## config.mk

```make
export PLATFORM = sky130hd
export DESIGN_NAME = tar_header_checker_core
export DESIGN_NICKNAME = d
export VERILOG_FILES = /design/src/rtl/core/thc_pkg.sv /design/src/rtl/core/thc_byte_scan.sv /design/src/rtl/core/tar_header_checker_core.sv
export SDC_FILE = /design/constraint.sdc
export NUM_CORES = 1
export LEC_CHECK = 0
export BUFFER_PORTS_ARGS = -buffer_cell sky130_fd_sc_hd__buf_4
export CAP_MARGIN = 0
export CORE_MARGIN = 10
export CORE_UTILIZATION = 55
export CTS_CLUSTER_SIZE = 24
export DETAILED_ROUTE_END_ITERATION = 16
export GPL_TIMING_DRIVEN = 0
export HOLD_SLACK_MARGIN = 0.15
export PLACE_DENSITY = 0.86
export SETUP_SLACK_MARGIN = 0.2
export SLEW_MARGIN = 15
export SYNTH_ARGS = -nofsm -noshare
export SYNTH_HDL_FRONTEND = slang
export SYNTH_SLANG_ARGS = --single-unit
```

## constraint.sdc

```tcl
create_clock -name clk -period 5.3 [get_ports clk]
set_input_delay 0.53 -clock clk [delete_from_list [all_inputs] [get_ports clk]]
set_output_delay 0.53 -clock clk [all_outputs]
set_load 0.05 [all_outputs]
```

## src/rtl/core/thc_pkg.sv

```systemverilog
// ----------------------------------------------------------------------------
// thc_pkg
// Shared constants, status codes and types for the tar header checker.
// ----------------------------------------------------------------------------
`default_nettype none

package thc_pkg;

  localparam int unsigned HdrBytes   = 512;
  localparam int unsigned IdxW       = 9;
  localparam int unsigned SizeW      = 36;
  localparam int unsigned OffW       = 32;
  localparam int unsigned StatW      = 3;

  localparam logic [IdxW-1:0] IDX_LAST   = 9'd511;
  localparam logic [IdxW-1:0] SIG_START  = 9'd257;
  localparam logic [IdxW-1:0] SIG_END    = 9'd263;  // one past the last signature byte
  localparam logic [IdxW-1:0] NAME_END   = 9'd99;
  localparam logic [IdxW-1:0] SIZE_START = 9'd124;
  localparam logic [IdxW-1:0] SIZE_END   = 9'd136;  // one past the last size digit

  localparam logic [7:0] CHAR_ZERO  = 8'h30;
  localparam logic [7:0] CHAR_SEVEN = 8'h37;

  localparam logic [StatW-1:0] ST_OK        = 3'd0;
  localparam logic [StatW-1:0] ST_END       = 3'd1;
  localparam logic [StatW-1:0] ST_PARTIAL   = 3'd2;
  localparam logic [StatW-1:0] ST_BAD_SIG   = 3'd3;
  localparam logic [StatW-1:0] ST_NAME_UNT  = 3'd4;
  localparam logic [StatW-1:0] ST_BAD_DIGIT = 3'd5;
  localparam logic [StatW-1:0] ST_SIZE_BIG  = 3'd6;

  // Summary of one finished header, handed from the byte scanner to the
  // result stage.
  typedef struct packed {
    logic             any_nonzero;
    logic             signature_ok;
    logic             name_terminated;
    logic             digit_error;
    logic [SizeW-1:0] size;
  } hdr_summary_t;

  // Expected "ustar" plus terminating zero, by position in the signature.
  function automatic logic [7:0] sig_byte(input logic [2:0] pos);
    logic [7:0] b;
    case (pos)
      3'd0:    b = 8'h75;  // u
      3'd1:    b = 8'h73;  // s
      3'd2:    b = 8'h74;  // t
      3'd3:    b = 8'h61;  // a
      3'd4:    b = 8'h72;  // r
      default: b = 8'h00;
    endcase
    return b;
  endfunction

endpackage

`default_nettype wire

```

## src/rtl/core/thc_byte_scan.sv

```systemverilog
// ----------------------------------------------------------------------------
// thc_byte_scan
// Per-byte scan of a header: position counter and running checks.
// ----------------------------------------------------------------------------
`default_nettype none

module thc_byte_scan (
  input  wire logic                    clk,
  input  wire logic                    rst,
  input  wire logic                    byte_go,
  input  wire logic [7:0]              byte_in,
  output logic                         last,
  output thc_pkg::hdr_summary_t        summary
);
  import thc_pkg::*;

  logic [IdxW-1:0]  byte_index;
  logic             any_nonzero;
  logic             signature_ok;
  logic             name_terminated;
  logic [SizeW-1:0] size_accumulator;
  logic             size_field_ended;
  logic             digit_error;

  logic             any_nonzero_next;
  logic             signature_ok_next;
  logic             name_terminated_next;
  logic [SizeW-1:0] size_accumulator_next;
  logic             size_field_ended_next;
  logic             digit_error_next;

  logic             nz;
  logic             in_sig;
  logic             in_size;
  logic             is_digit;
  logic [IdxW-1:0]  sig_off;

  assign last    = (byte_index == IDX_LAST);
  assign nz      = (byte_in != 8'd0);
  assign in_sig  = (byte_index >= SIG_START) && (byte_index < SIG_END);
  assign in_size = (byte_index >= SIZE_START) && (byte_index < SIZE_END) && !size_field_ended;
  assign is_digit = (byte_in >= CHAR_ZERO) && (byte_in <= CHAR_SEVEN);
  assign sig_off = byte_index - SIG_START;

  always_comb begin
    any_nonzero_next      = any_nonzero | nz;
    signature_ok_next     = signature_ok;
    name_terminated_next  = name_terminated;
    size_accumulator_next = size_accumulator;
    size_field_ended_next = size_field_ended;
    digit_error_next      = digit_error;
    if (in_sig && (byte_in != sig_byte(sig_off[2:0]))) begin
      signature_ok_next = 1'b0;
    end
    if ((byte_index == NAME_END) && nz) begin
      name_terminated_next = 1'b0;
    end
    if (in_size) begin
      if (!nz) begin
        size_field_ended_next = 1'b1;
      end else if (!is_digit) begin
        digit_error_next = 1'b1;
      end else begin
        size_accumulator_next = {size_accumulator[SizeW-4:0], byte_in[2:0]};
      end
    end
  end

  assign summary = '{any_nonzero:     any_nonzero_next,
                     signature_ok:    signature_ok_next,
                     name_terminated: name_terminated_next,
                     digit_error:     digit_error_next,
                     size:            size_accumulator_next};

  // Clear per-header state after the last byte.
  always_ff @(posedge clk) begin
    if (rst || (byte_go && last)) begin
      byte_index       <= '0;
      any_nonzero      <= 1'b0;
      signature_ok     <= 1'b1;
      name_terminated  <= 1'b1;
      size_accumulator <= '0;
      size_field_ended <= 1'b0;
      digit_error      <= 1'b0;
    end else if (byte_go) begin
      byte_index       <= byte_index + 9'd1;
      any_nonzero      <= any_nonzero_next;
      signature_ok     <= signature_ok_next;
      name_terminated  <= name_terminated_next;
      size_accumulator <= size_accumulator_next;
      size_field_ended <= size_field_ended_next;
      digit_error      <= digit_error_next;
    end
  end

endmodule

`default_nettype wire

```

## src/rtl/core/tar_header_checker_core.sv

```systemverilog
// ----------------------------------------------------------------------------
// tar_header_checker_core
// Streaming ustar header checker with archive offset tracking.
// ----------------------------------------------------------------------------
// Header bytes enter one per cycle on the header_byte channel, byte 0 first,
// 512 bytes per header, with no gaps needed between headers. After byte 511
// one result request leaves on the result channel. With the output free, that
// byte passes the input register, is folded into the scan and lands in the
// summary register, then the decision lands in the output register.
// Sustained rate is one byte per cycle; the input stalls only when byte 511 of
// a header reaches the scan while the previous header's summary still waits
// behind an untaken result. Writing archive_length sets the archive size and
// rewinds the offset to zero; write only while no header is in progress and
// no result is pending.
`default_nettype none

module tar_header_checker_core (
  input  wire logic                        clk,
  input  wire logic                        rst,
  input  wire logic                        archive_length_we,
  input  wire logic [thc_pkg::OffW-1:0]    archive_length,
  input  wire logic                        header_byte_valid,
  output logic                             header_byte_ready,
  input  wire logic [7:0]                  header_byte,
  output logic                             result_valid,
  input  wire logic                        result_ready,
  output logic [thc_pkg::StatW-1:0]        status,
  output logic [thc_pkg::SizeW-1:0]        entry_size,
  output logic [thc_pkg::OffW-1:0]         next_offset
);
  import thc_pkg::*;

  // Input register.
  logic       a_valid;
  logic [7:0] a_byte;

  // Scanner interface.
  logic         b_go;
  logic         scan_last;
  hdr_summary_t scan_summary;

  // Finished header summary, waiting for the result stage.
  logic         fin_valid;
  hdr_summary_t fin;
  logic         fin_move;

  // Archive position: current offset and bytes left from it.
  logic [OffW-1:0] archive_offset;
  logic [OffW-1:0] left;

  // Result stage.
  logic             left_zero;
  logic             left_small;
  logic [OffW-1:0]  room;
  logic             too_big;
  logic [StatW-1:0] status_next;
  logic [SizeW-1:0] entry_size_next;
  logic [OffW-1:0]  advanced;

  // Drain the summary whenever the output register is free or being taken.
  assign fin_move = fin_valid && (!result_valid || result_ready);

  // Advance a byte into the scanner unless it closes a header and the
  // previous summary cannot move on yet.
  assign b_go = a_valid && !(scan_last && fin_valid && !fin_move);
  assign header_byte_ready = !a_valid || b_go;

  always_ff @(posedge clk) begin
    if (rst) begin
      a_valid <= 1'b0;
    end else if (header_byte_ready) begin
      a_valid <= header_byte_valid;
    end
  end

  always_ff @(posedge clk) begin
    if (header_byte_ready && header_byte_valid) begin
      a_byte <= header_byte;
    end
  end

  thc_byte_scan u_scan (
    .clk     (clk),
    .rst     (rst),
    .byte_go (b_go),
    .byte_in (a_byte),
    .last    (scan_last),
    .summary (scan_summary)
  );

  // Capture the summary of a completed header.
  always_ff @(posedge clk) begin
    if (rst) begin
      fin_valid <= 1'b0;
    end else if (b_go && scan_last) begin
      fin_valid <= 1'b1;
    end else if (fin_move) begin
      fin_valid <= 1'b0;
    end
  end

  always_ff @(posedge clk) begin
    if (b_go && scan_last) begin
      fin <= scan_summary;
    end
  end

  // Status decision, in priority order. The size check compares against
  // left - 512, formed by decrementing the upper bits only.
  assign left_zero  = (left == '0);
  assign left_small = (left[OffW-1:9] == '0);
  assign room       = {left[OffW-1:9] - 23'd1, left[8:0]};
  assign too_big    = (fin.size > {{(SizeW-OffW){1'b0}}, room});
  assign advanced   = archive_offset + 32'(HdrBytes) + fin.size[OffW-1:0];

  always_comb begin
    entry_size_next = '0;
    if (left_zero) begin
      status_next = ST_END;
    end else if (left_small) begin
      status_next = ST_PARTIAL;
    end else if (!fin.any_nonzero) begin
      status_next = ST_END;
    end else if (!fin.signature_ok) begin
      status_next = ST_BAD_SIG;
    end else if (!fin.name_terminated) begin
      status_next = ST_NAME_UNT;
    end else if (fin.digit_error) begin
      status_next = ST_BAD_DIGIT;
    end else if (too_big) begin
      status_next     = ST_SIZE_BIG;
      entry_size_next = fin.size;
    end else begin
      status_next     = ST_OK;
      entry_size_next = fin.size;
    end
  end

  // Hold the archive position; advance it only on a good entry.
  always_ff @(posedge clk) begin
    if (rst) begin
      archive_offset <= '0;
      left           <= '0;
    end else if (archive_length_we) begin
      archive_offset <= '0;
      left           <= archive_length;
    end else if (fin_move && (status_next == ST_OK)) begin
      archive_offset <= advanced;
      left           <= left - 32'(HdrBytes) - fin.size[OffW-1:0];
    end
  end

  // Output register.
  always_ff @(posedge clk) begin
    if (rst) begin
      result_valid <= 1'b0;
    end else if (fin_move) begin
      result_valid <= 1'b1;
    end else if (result_ready) begin
      result_valid <= 1'b0;
    end
  end

  always_ff @(posedge clk) begin
    if (fin_move) begin
      status      <= status_next;
      entry_size  <= entry_size_next;
      next_offset <= (status_next == ST_OK) ? advanced : archive_offset;
    end
  end

  // A pending summary is never overwritten before it moves on.
  a_fin_hold: assert property (@(posedge clk) disable iff (rst)
    fin_valid && !fin_move |=> fin_valid && $stable(fin))
    else $error("header summary lost while waiting for output");

  // A completed header always yields a pending summary.
  a_fin_load: assert property (@(posedge clk) disable iff (rst)
    b_go && scan_last |=> fin_valid)
    else $error("completed header produced no summary");

  // Entry size is reported only for ok and size-too-big results.
  a_size_zero: assert property (@(posedge clk) disable iff (rst)
    result_valid && (status != ST_OK) && (status != ST_SIZE_BIG) |-> entry_size == '0)
    else $error("entry size reported for a failed header");

  // Only one scanner advance per cycle, and only with a byte present.
  a_go_valid: assert property (@(posedge clk) disable iff (rst)
    b_go |-> a_valid && (!scan_last || !fin_valid || fin_move))
    else $error("scanner advanced without room for the summary");

endmodule

`default_nettype wire

```

==> PnR_summary.wiki, run 1 <==
{| class="wikitable"
! Metric !! Value
|-
| Vias per std cell || 5.884
|-
| CTS tree || done
|-
| Period utilization || 93.36%
|-
| Switching part of the total power || 25.14%
|-
| Biggest cell delay along the critical path || 580 ps
|-
| Total I/O pin count || 118
|-
| Kind of start point of the critical path || flip-flop
|-
| Leading cell types in the layout, fill and taps excluded || 186 x sky130_fd_sc_hd__nor2_1, 165 x sky130_fd_sc_hd__ha_1, 124 x sky130_fd_sc_hd__buf_4
|-
| Comb pwr share || 11.2%
|-
| Clock Power Share || 44.5%
|-
| Initial core utilization || 55.50%
|-
| Number of synthesized flops with an enable pin || 119
|-
| Core region area || 0.02680 sq mm
|-
| Y dimension of the die || 184.5 um
|-
| Number of pins exceeding their max-slew limit in the final report || 0
|-
| Leak || 7.185 nW
|-
| Total of endpoints with negative setup slack in the final report || 0
|-
| Clock latency of the later-clocked register in the worst-skew pair || 560 ps
|-
| Share of total power in sequential cells || 44.3%
|-
| Total routed wirelength || 38880 um
|-
| Area used by multi-input combinational logic || 0.008293 sq mm
|-
| Synthesized netlist cell count || 1563
|-
| Via count of the first global-routing pass || 12100
|-
| Weighted congestion reported at the end of routability-driven placement || 1.002
|-
| Share of flip-flops with an asynchronous set or reset after synthesis || 0%
|-
| Die Outline Area || 0.03402 sq mm
|-
| Count of nets left with antenna violations after detail routing || 0
|-
| Cell area after placement || 0.01625 sq mm
|-
| Critical path start-end classification || flip-flop to flip-flop
|-
| Syn-to-layout area delta || 16.61%
|-
| Buffer depth of the longest clock path || 3
|-
| Sink count of the clock tree || 236
|-
| HPWL Detailed || 29830 um
|-
| Drt first pass iters || 6
|-
| Cells traversed along the worst timing path || or4_4 > or4_4 > nor4_2 > xnor2_1 > ha_1 > nand2_1 > o21ai_0 > a2111oi_2 > nand4_1 > o211a_1 > a31oi_2 > and3_1 > buf_6 > buf_6 > buf_4 > o2111ai_1 > o22ai_1
|-
| Syn Area/Cell || 9.517 sq um
|-
| Antenna diode count || 0
|-
| Worst hold-check path type || input port to flip-flop
|-
| Area taken by flip-flops and latches || 0.005916 sq mm
|-
| Critical path launch point || left[11]
|-
| Wire length of the first global-routing pass || 61810 um
|-
| Yosys warns || 0
|-
| Via count || 12250
|-
| Design area || 0.01735 sq mm
|-
| Core Rows || 60
|-
| Detail-routed net length per standard cell || 18.67 um
|-
| Slew HR || 25.43%
|-
| Total routing resource utilization after global routing || 22.50%
|-
| Setup repair after global routing missed its margin || no
|-
| Initial antenna violation count || 0
|-
| Data required time of the critical path || 5760 ps
|-
| Remaining design rule violation count || 0
|-
| Result of the run || finished clean
|-
| Clock-pin transition on the worst setup and hold timing paths || 70 ps
|-
| Leading register cell type out of synthesis || sky130_fd_sc_hd__edfxtp_1
|-
| Root Buffer Master || sky130_fd_sc_hd__clkbuf_16
|-
| Number of distinct standard cells referenced by the synthesized netlist || 77
|-
| Min cycle time layout || 4948 ps
|-
| Number of H-tree levels || 1
|-
| Power spent charging and discharging nets || 1.127 mW
|-
| Number of port buffers || 117
|-
| Transition time at the pin with the least slew margin || 1114 ps
|-
| Width of the die || 184.5 um
|-
| Layout cells sized above 1 || 15.39%
|-
| Remaining Overflow, GRT || 0
|-
| Mapped Area || 0.01488 sq mm
|-
| Kind of capture point of the worst setup path || flip-flop
|-
| Sequential area share after synthesis || 39.77%
|-
| Cell count after placement || 2024
|-
| Syn nets || 1775
|-
| Fill cells || 2056
|-
| Worst clock skew on the final layout || 22.84 ps
|-
| Max Cap Viol || 0
|-
| CP arrival || 5400 ps
|-
| Master of the slowest instance on the critical path || sky130_fd_sc_hd__or4_4
|-
| Total power divided by cell area || 258.6 mW/mm^2
|-
| Final Hold Viols || 0
|-
| Highest fanout seen on the critical path || 10
|-
| Cell Int Power || 3.358 mW
|-
| Reg2reg start || left[11]
|-
| Post-synthesis sequential element count || 236
|-
| NumNets Final || 1932
|-
| Worst IR Drop VDD || 0.2675 mV
|-
| DRC marker count from the first detailed-route iteration || 1051
|-
| Post-layout util || 64.72%
|-
| Final standard cell count with taps included and fillers excluded || 2082
|-
| Top achievable clock speed || 202.1 MHz
|-
| Final Hold Slack || 167.9 ps
|-
| Most common library cell in the layout ignoring fill and taps || sky130_fd_sc_hd__nor2_1
|-
| TritonCTS buffer count || 27
|-
| Maximum number of pins on one net before global-route repair || 38
|-
| Startpoint of the most critical hold path || header_byte[0]
|}
-- final timing paths --
path	endpoint	slack [ps]	cells after the start
worst max register to register	left[24]	350	17
worst min-delay path	a_byte[0]	170	1
worst min register to register	u_scan.signature_ok	470	1
worst max-delay path	left[24]	350	17
-- kinds of logic after synthesis --
group | Yosys count | synth area share, %
simple gates | 523 | 16.55
compound gates | 287 | 13.02
flops | 236 | 39.77
buf+inv | 175 | 4.904
fa+ha+maj | 167 | 14.15
mux | 93 | 6.779
xor+xnor | 82 | 4.828
-- power groups by stage --
stage	clock network (mW)	registers (mW)	logic, mW
finish	1.99	1.99	0.504
global route	2.09	1.99	0.557
CTS	2.02	1.98	0.492
detailed placement	0	2.02	0.480
global placement	0	2.02	0.466
floorplan	0	2.01	0.355
-- cell type report --
type	count	area share [%]
repair buffers	128	5.842
plain buffers	56	1.645
inverters	119	2.575
multi-input cells	1152	47.81
clock inverters	17	1.313
clock buffers	33	4.256
well taps	341	2.460
flip-flops and latches	236	34.10
-- sequential cells by signal, indices dropped and copies added (netlist names) --
name / count
u_scan.digit_error: 1
u_scan.name_terminated: 1
fin_valid: 1
u_scan.byte_index: 9
u_scan.size_accumulator: 36
result_valid: 1
u_scan.any_nonzero: 1
left: 32
a_byte: 8
u_scan.signature_ok: 1
archive_offset: 32
a_valid: 1
fin: 40
u_scan.size_field_ended: 1
status: 3
entry_size: 36
next_offset: 32
-- metal layers --
layer	track usage (%)	vias up	wire length [um]
met5	0	-	0
met4	9.276	0	1562
met3	3.327	77	2678
met2	39.12	429	18840
met1	27.22	5807	15800
li1	-	5937	-
-- Yosys cell counts (3+ instances only) --
master                      count  share of area (%)
sky130_fd_sc_hd__o21a_1         7               0.35
sky130_fd_sc_hd__buf_6          7               0.53
sky130_fd_sc_hd__or4_1          4               0.20
sky130_fd_sc_hd__dfxtp_1      117                 16
sky130_fd_sc_hd__nor3_1        65                2.2
sky130_fd_sc_hd__mux2_2        59                4.5
sky130_fd_sc_hd__a21oi_1       76                2.6
sky130_fd_sc_hd__edfxtp_1     119                 24
sky130_fd_sc_hd__a21o_1        28                1.4
sky130_fd_sc_hd__a211oi_1      17               0.86
sky130_fd_sc_hd__buf_1          3              0.076
sky130_fd_sc_hd__o211ai_1      10               0.50
sky130_fd_sc_hd__xor2_1        15               0.88
sky130_fd_sc_hd__or3_1          7               0.29
sky130_fd_sc_hd__nand2b_1       4               0.17
sky130_fd_sc_hd__a311oi_1      19                1.1
sky130_fd_sc_hd__xnor2_1       67                3.9
sky130_fd_sc_hd__o41ai_1        3               0.18
sky130_fd_sc_hd__inv_1        118                3.0
sky130_fd_sc_hd__o21bai_1      10               0.50
sky130_fd_sc_hd__buf_4          4               0.20
sky130_fd_sc_hd__mux2_1         3               0.23
sky130_fd_sc_hd__nor2_1       188                4.7
sky130_fd_sc_hd__nand4_1       23               0.97
sky130_fd_sc_hd__o31a_1         3               0.18
sky130_fd_sc_hd__a2111oi_0      5               0.29
sky130_fd_sc_hd__a211o_1        7               0.41
sky130_fd_sc_hd__a31oi_1       11               0.46
sky130_fd_sc_hd__and3_1        11               0.46
sky130_fd_sc_hd__o21ai_0       48                1.6
sky130_fd_sc_hd__a221oi_1       4               0.24
sky130_fd_sc_hd__mux2i_1       31                2.1
sky130_fd_sc_hd__ha_1         165                 14
sky130_fd_sc_hd__and2_1        33                1.4
sky130_fd_sc_hd__clkbuf_1      38               0.96
sky130_fd_sc_hd__nor4_1        10               0.42
sky130_fd_sc_hd__nand2_1      115                2.9
sky130_fd_sc_hd__o22ai_1        5               0.21
sky130_fd_sc_hd__nand3_1       32                1.1
sky130_fd_sc_hd__buf_2          4               0.13
sky130_fd_sc_hd__and4_1         7               0.41
sky130_fd_sc_hd__a21boi_0       6               0.30
sky130_fd_sc_hd__nor2b_1        9               0.38
-- through the flow --
step	power, mW	setup TNS (ps)	worst slack (ps)
detailed placement	2.502	-1854	-120.1
CTS	4.496	0	308.8
global placement	2.486	-2764	-296.3
finish	4.485	0	352.1
floorplan	2.366	0	831.9
global route	4.641	0	96.09
-- worst max-delay path, delay by kind of cell, from the launching register on --
kind            cells  cell delay, ps
flops               1             370
simple gates        6            1800
compound gates      6            1670
xor+xnor            1             180
buf+inv             3             550
fa+ha+maj           1             260
-- repair_timing --
action                                  CTS  global route
endpoints found under the setup margin   77            50
endpoints found under the hold margin     6             0
pin swaps                                 1             2
resized for setup                         6             7
setup buffers                             1             1
hold buffers                              6             0
No activity file was read; power rests on OpenSTA's default activity.
==> run 2, diff against run 1 <==
--- a/config.mk
+++ b/config.mk
@@ -14,6 +14,7 @@
 export GPL_TIMING_DRIVEN = 0
 export HOLD_SLACK_MARGIN = 0.15
 export PLACE_DENSITY = 0.86
+export REMOVE_ABC_BUFFERS = 1
 export SETUP_SLACK_MARGIN = 0.2
 export SLEW_MARGIN = 15
 export SYNTH_ARGS = -nofsm -noshare
==> run 2 against run 1 <==
  * Clock-buffer cell count fell by 4
  * Routed wire length fell by 2.8%
  * Power fell by 3.2%
  * Sequential power barely moved
  * Cell area fell by 0.94%
  * Sequential cell count did not move
  * Clock power fell by 6%
  * Maximum frequency rose by 1.9%
  * Core utilization fell by 0.61 points
  * Critical path type unchanged
  * Largest cell class unchanged
  * Largest power group unchanged
==> PnR_summary.wiki, run 2 (synthesis gave the netlist of run 1 again) <==
{| class="wikitable"
! Metric !! Value
|-
| Result of the run || finished clean
|-
| Total I/O pin count || 118 (unchanged)
|-
| Clock Power Share || 43.0% (-1.5 points)
|-
| Post-layout util || 64.12% (-0.61 points)
|-
| Antenna diode count || 0 (unchanged)
|-
| Core Rows || 60 (unchanged)
|-
| Total Neg Setup Slack || 0 ps (unchanged)
|-
| Initial core utilization || 55.50% (unchanged)
|-
| Kind of capture point of the worst setup path || flip-flop
|-
| Top flop regs || fin: 40 flops, entry_size: 36 flops, u_scan.size_accumulator: 36 flops
|-
| Number of pins exceeding their max-slew limit in the final report || 0 (unchanged)
|-
| Design area || 0.01718 sq mm (-0.94%)
|-
| Cell Int Power || 3.244 mW (-3.4%)
|-
| Width of the die || 184.5 um (unchanged)
|-
| Vias per std cell || 5.936 (+0.89%)
|-
| Leak || 7.101 nW (-1.2%)
|-
| Area used by multi-input combinational logic || 0.008335 sq mm (+0.51%)
|-
| Register with the most flip-flops || fin
|-
| Maximum number of pins on one net before global-route repair || 51 (+34%)
|-
| Least setup slack across all paths after layout || 442.2 ps (+90.06 ps)
|-
| NumNets Final || 1883 (-2.5%)
|-
| Weighted congestion reported at the end of routability-driven placement || 0.9163 (-8.6%)
|-
| Total of endpoints with negative setup slack in the final report || 0 (unchanged)
|-
| Slew HR || 26.85% (+1.4 points)
|-
| HPWL Detailed || 27810 um (-6.8%)
|-
| CTS tree || done
|-
| Data required time of the critical path || 5580 ps (-180 ps)
|-
| Number of port buffers || 117 (unchanged)
|-
| Final standard cell count with taps included and fillers excluded || 2032 (-2.4%)
|-
| CP arrival || 5140 ps (-260 ps)
|-
| Core region area || 0.02680 sq mm (unchanged)
|-
| Wire length of the first global-routing pass || 61600 um (-0.33%)
|-
| Y dimension of the die || 184.5 um (unchanged)
|-
| Remaining Overflow, GRT || 0 (unchanged)
|-
| Worst hold-check path type || input port to flip-flop
|-
| Kind of start point of the critical path || flip-flop
|-
| Setup repair after global routing missed its margin || no
|-
| Top achievable clock speed || 205.9 MHz (+1.9%)
|-
| Clock latency of the later-clocked register in the worst-skew pair || 540 ps (-20 ps)
|-
| Number of H-tree levels || 1 (unchanged)
|-
| Comb pwr share || 11.2% (about the same)
|-
| Share of total power in sequential cells || 45.7% (+1.4 points)
|-
| Power spent charging and discharging nets || 1.097 mW (-2.7%)
|-
| Cell area after placement || 0.01616 sq mm (-0.55%)
|-
| Die Outline Area || 0.03402 sq mm (unchanged)
|-
| Switching part of the total power || 25.28% (+0.14 points)
|-
| Layout cells sized above 1 || 15.85% (+0.46 points)
|-
| Area taken by flip-flops and latches || 0.005916 sq mm (unchanged)
|-
| Number of flip-flops under the largest register name || 40 (unchanged)
|-
| DRC marker count from the first detailed-route iteration || 935 (-11%)
|-
| Total power divided by cell area || 252.6 mW/mm^2 (-2.3%)
|-
| Via count of the first global-routing pass || 12190 (+0.80%)
|-
| Drt first pass iters || 6 (unchanged)
|-
| Via count || 12060 (-1.5%)
|-
| Clock-pin transition on the worst setup and hold timing paths || 60 ps (about the same)
|-
| Worst IR Drop VDD || 0.2010 mV (-25%)
|-
| Max Cap Viol || 0 (unchanged)
|-
| Initial antenna violation count || 0 (unchanged)
|-
| Hold buffers post-CTS || 0 (-6)
|-
| Period utilization || 91.66% (-1.7 points)
|-
| Syn-to-layout area delta || 15.52%
|-
| Transition time at the pin with the least slew margin || 1093 ps (-21.18 ps)
|-
| Final Hold Viols || 0 (unchanged)
|-
| Remaining design rule violation count || 0 (unchanged)
|-
| Critical path start-end classification || flip-flop to flip-flop
|-
| Worst clock skew on the final layout || 13.24 ps (-9.607 ps)
|-
| Total routed wirelength || 37780 um (-2.8%)
|-
| Count of nets left with antenna violations after detail routing || 0 (unchanged)
|-
| Detail-routed net length per standard cell || 18.59 um (-0.45%)
|-
| Sink count of the clock tree || 236 (unchanged)
|-
| Most common library cell in the layout ignoring fill and taps || sky130_fd_sc_hd__nor2_1
|-
| Worst setup slack before clock tree synthesis || -378.3 ps (-258.2 ps)
|-
| Final Power || 4.341 mW (-3.2%)
|-
| Highest fanout seen on the critical path || 24 (+14)
|-
| Min cycle time layout || 4858 ps (-90.06 ps)
|-
| Leading cell types in the layout, fill and taps excluded || 184 x sky130_fd_sc_hd__nor2_1, 165 x sky130_fd_sc_hd__ha_1, 125 x sky130_fd_sc_hd__buf_4
|-
| Root Buffer Master || sky130_fd_sc_hd__clkbuf_16
|-
| Fill cells || 2075 (+0.92%)
|-
| Buffer depth of the longest clock path || 3 (unchanged)
|-
| Total routing resource utilization after global routing || 22.06% (-0.44 points)
|-
| Final Hold Slack || 170.0 ps (+2.081 ps)
|-
| TritonCTS buffer count || 26 (-3.7%)
|-
| Cell count after placement || 1975 (-2.4%)
|}
run 2: changes by cell type in the layout (fill, tap and decap cells not counted), moves of 3 or more:
cell	before	now
sky130_fd_sc_hd__buf_16	0	5
sky130_fd_sc_hd__buf_6	7	1
sky130_fd_sc_hd__clkbuf_1	40	2
sky130_fd_sc_hd__buf_2	3	0
sky130_fd_sc_hd__clkbuf_8	4	0
sky130_fd_sc_hd__dlygate4sd3_1	6	0
sky130_fd_sc_hd__buf_1	3	0
run 2: area by class of cell:
class / instances / share of cell area [%]
clock buffers: 29 / 3.976
inverters: 119 / 2.599
flip-flops and latches: 236 / 34.43
well taps: 341 / 2.483
multi-input cells: 1153 / 48.51
clock inverters: 19 / 1.216
repair buffers: 135 / 6.793
run 2: what timing repair did:
item                       4_1_cts  5_1_grt
buffers inserted                 0        8
cloned                           1        0
pin swaps                        2        5
setup endpoints to repair       96       83
resized for setup                5        7
run 2: worst max-delay path, cell delays in order, from the launching register on:
cell and delay (ps):
sky130_fd_sc_hd__dfxtp_1 390, sky130_fd_sc_hd__or4_4 610, sky130_fd_sc_hd__nor2_4 200, sky130_fd_sc_hd__nand3_1 220
sky130_fd_sc_hd__nor2_2 160, sky130_fd_sc_hd__nand3_1 110, sky130_fd_sc_hd__xnor2_1 210, sky130_fd_sc_hd__ha_1 280
sky130_fd_sc_hd__a21oi_1 140, sky130_fd_sc_hd__a21boi_0 160, sky130_fd_sc_hd__a2111oi_4 440, sky130_fd_sc_hd__o21ai_0 150
sky130_fd_sc_hd__o211a_1 310, sky130_fd_sc_hd__o2bb2ai_2 300, sky130_fd_sc_hd__and2_4 330, sky130_fd_sc_hd__buf_16 200
sky130_fd_sc_hd__mux2_2 370
run 2: final timing paths:
check	slack (ps)	startpoint	depth (start not counted)	end
hold / removal	170	header_byte[6]	1	a_byte[6]
setup / recovery	440	left[11]	16	next_offset[14]
hold reg to reg	470	u_scan.any_nonzero	2	u_scan.any_nonzero
setup reg to reg	440	left[11]	16	next_offset[14]
run 2: per-layer routing:
layer	GRT usage [%]	part of all wire [%]	vias to the layer above
li1	-	-	5842
met1	27.49	43	5738
met4	9.603	3.7	0
met2	37.24	47	390
met5	0	0	-
met3	3.150	6.6	92
run 2: power groups by stage:
stage | registers, mW | logic (mW) | clock network (mW)
floorplan | 2.01 | 0.346 | 0
global placement | 2.02 | 0.455 | 0
detailed placement | 2.02 | 0.472 | 0
CTS | 1.98 | 0.479 | 1.90
global route | 1.99 | 0.548 | 1.98
finish | 1.99 | 0.487 | 1.87
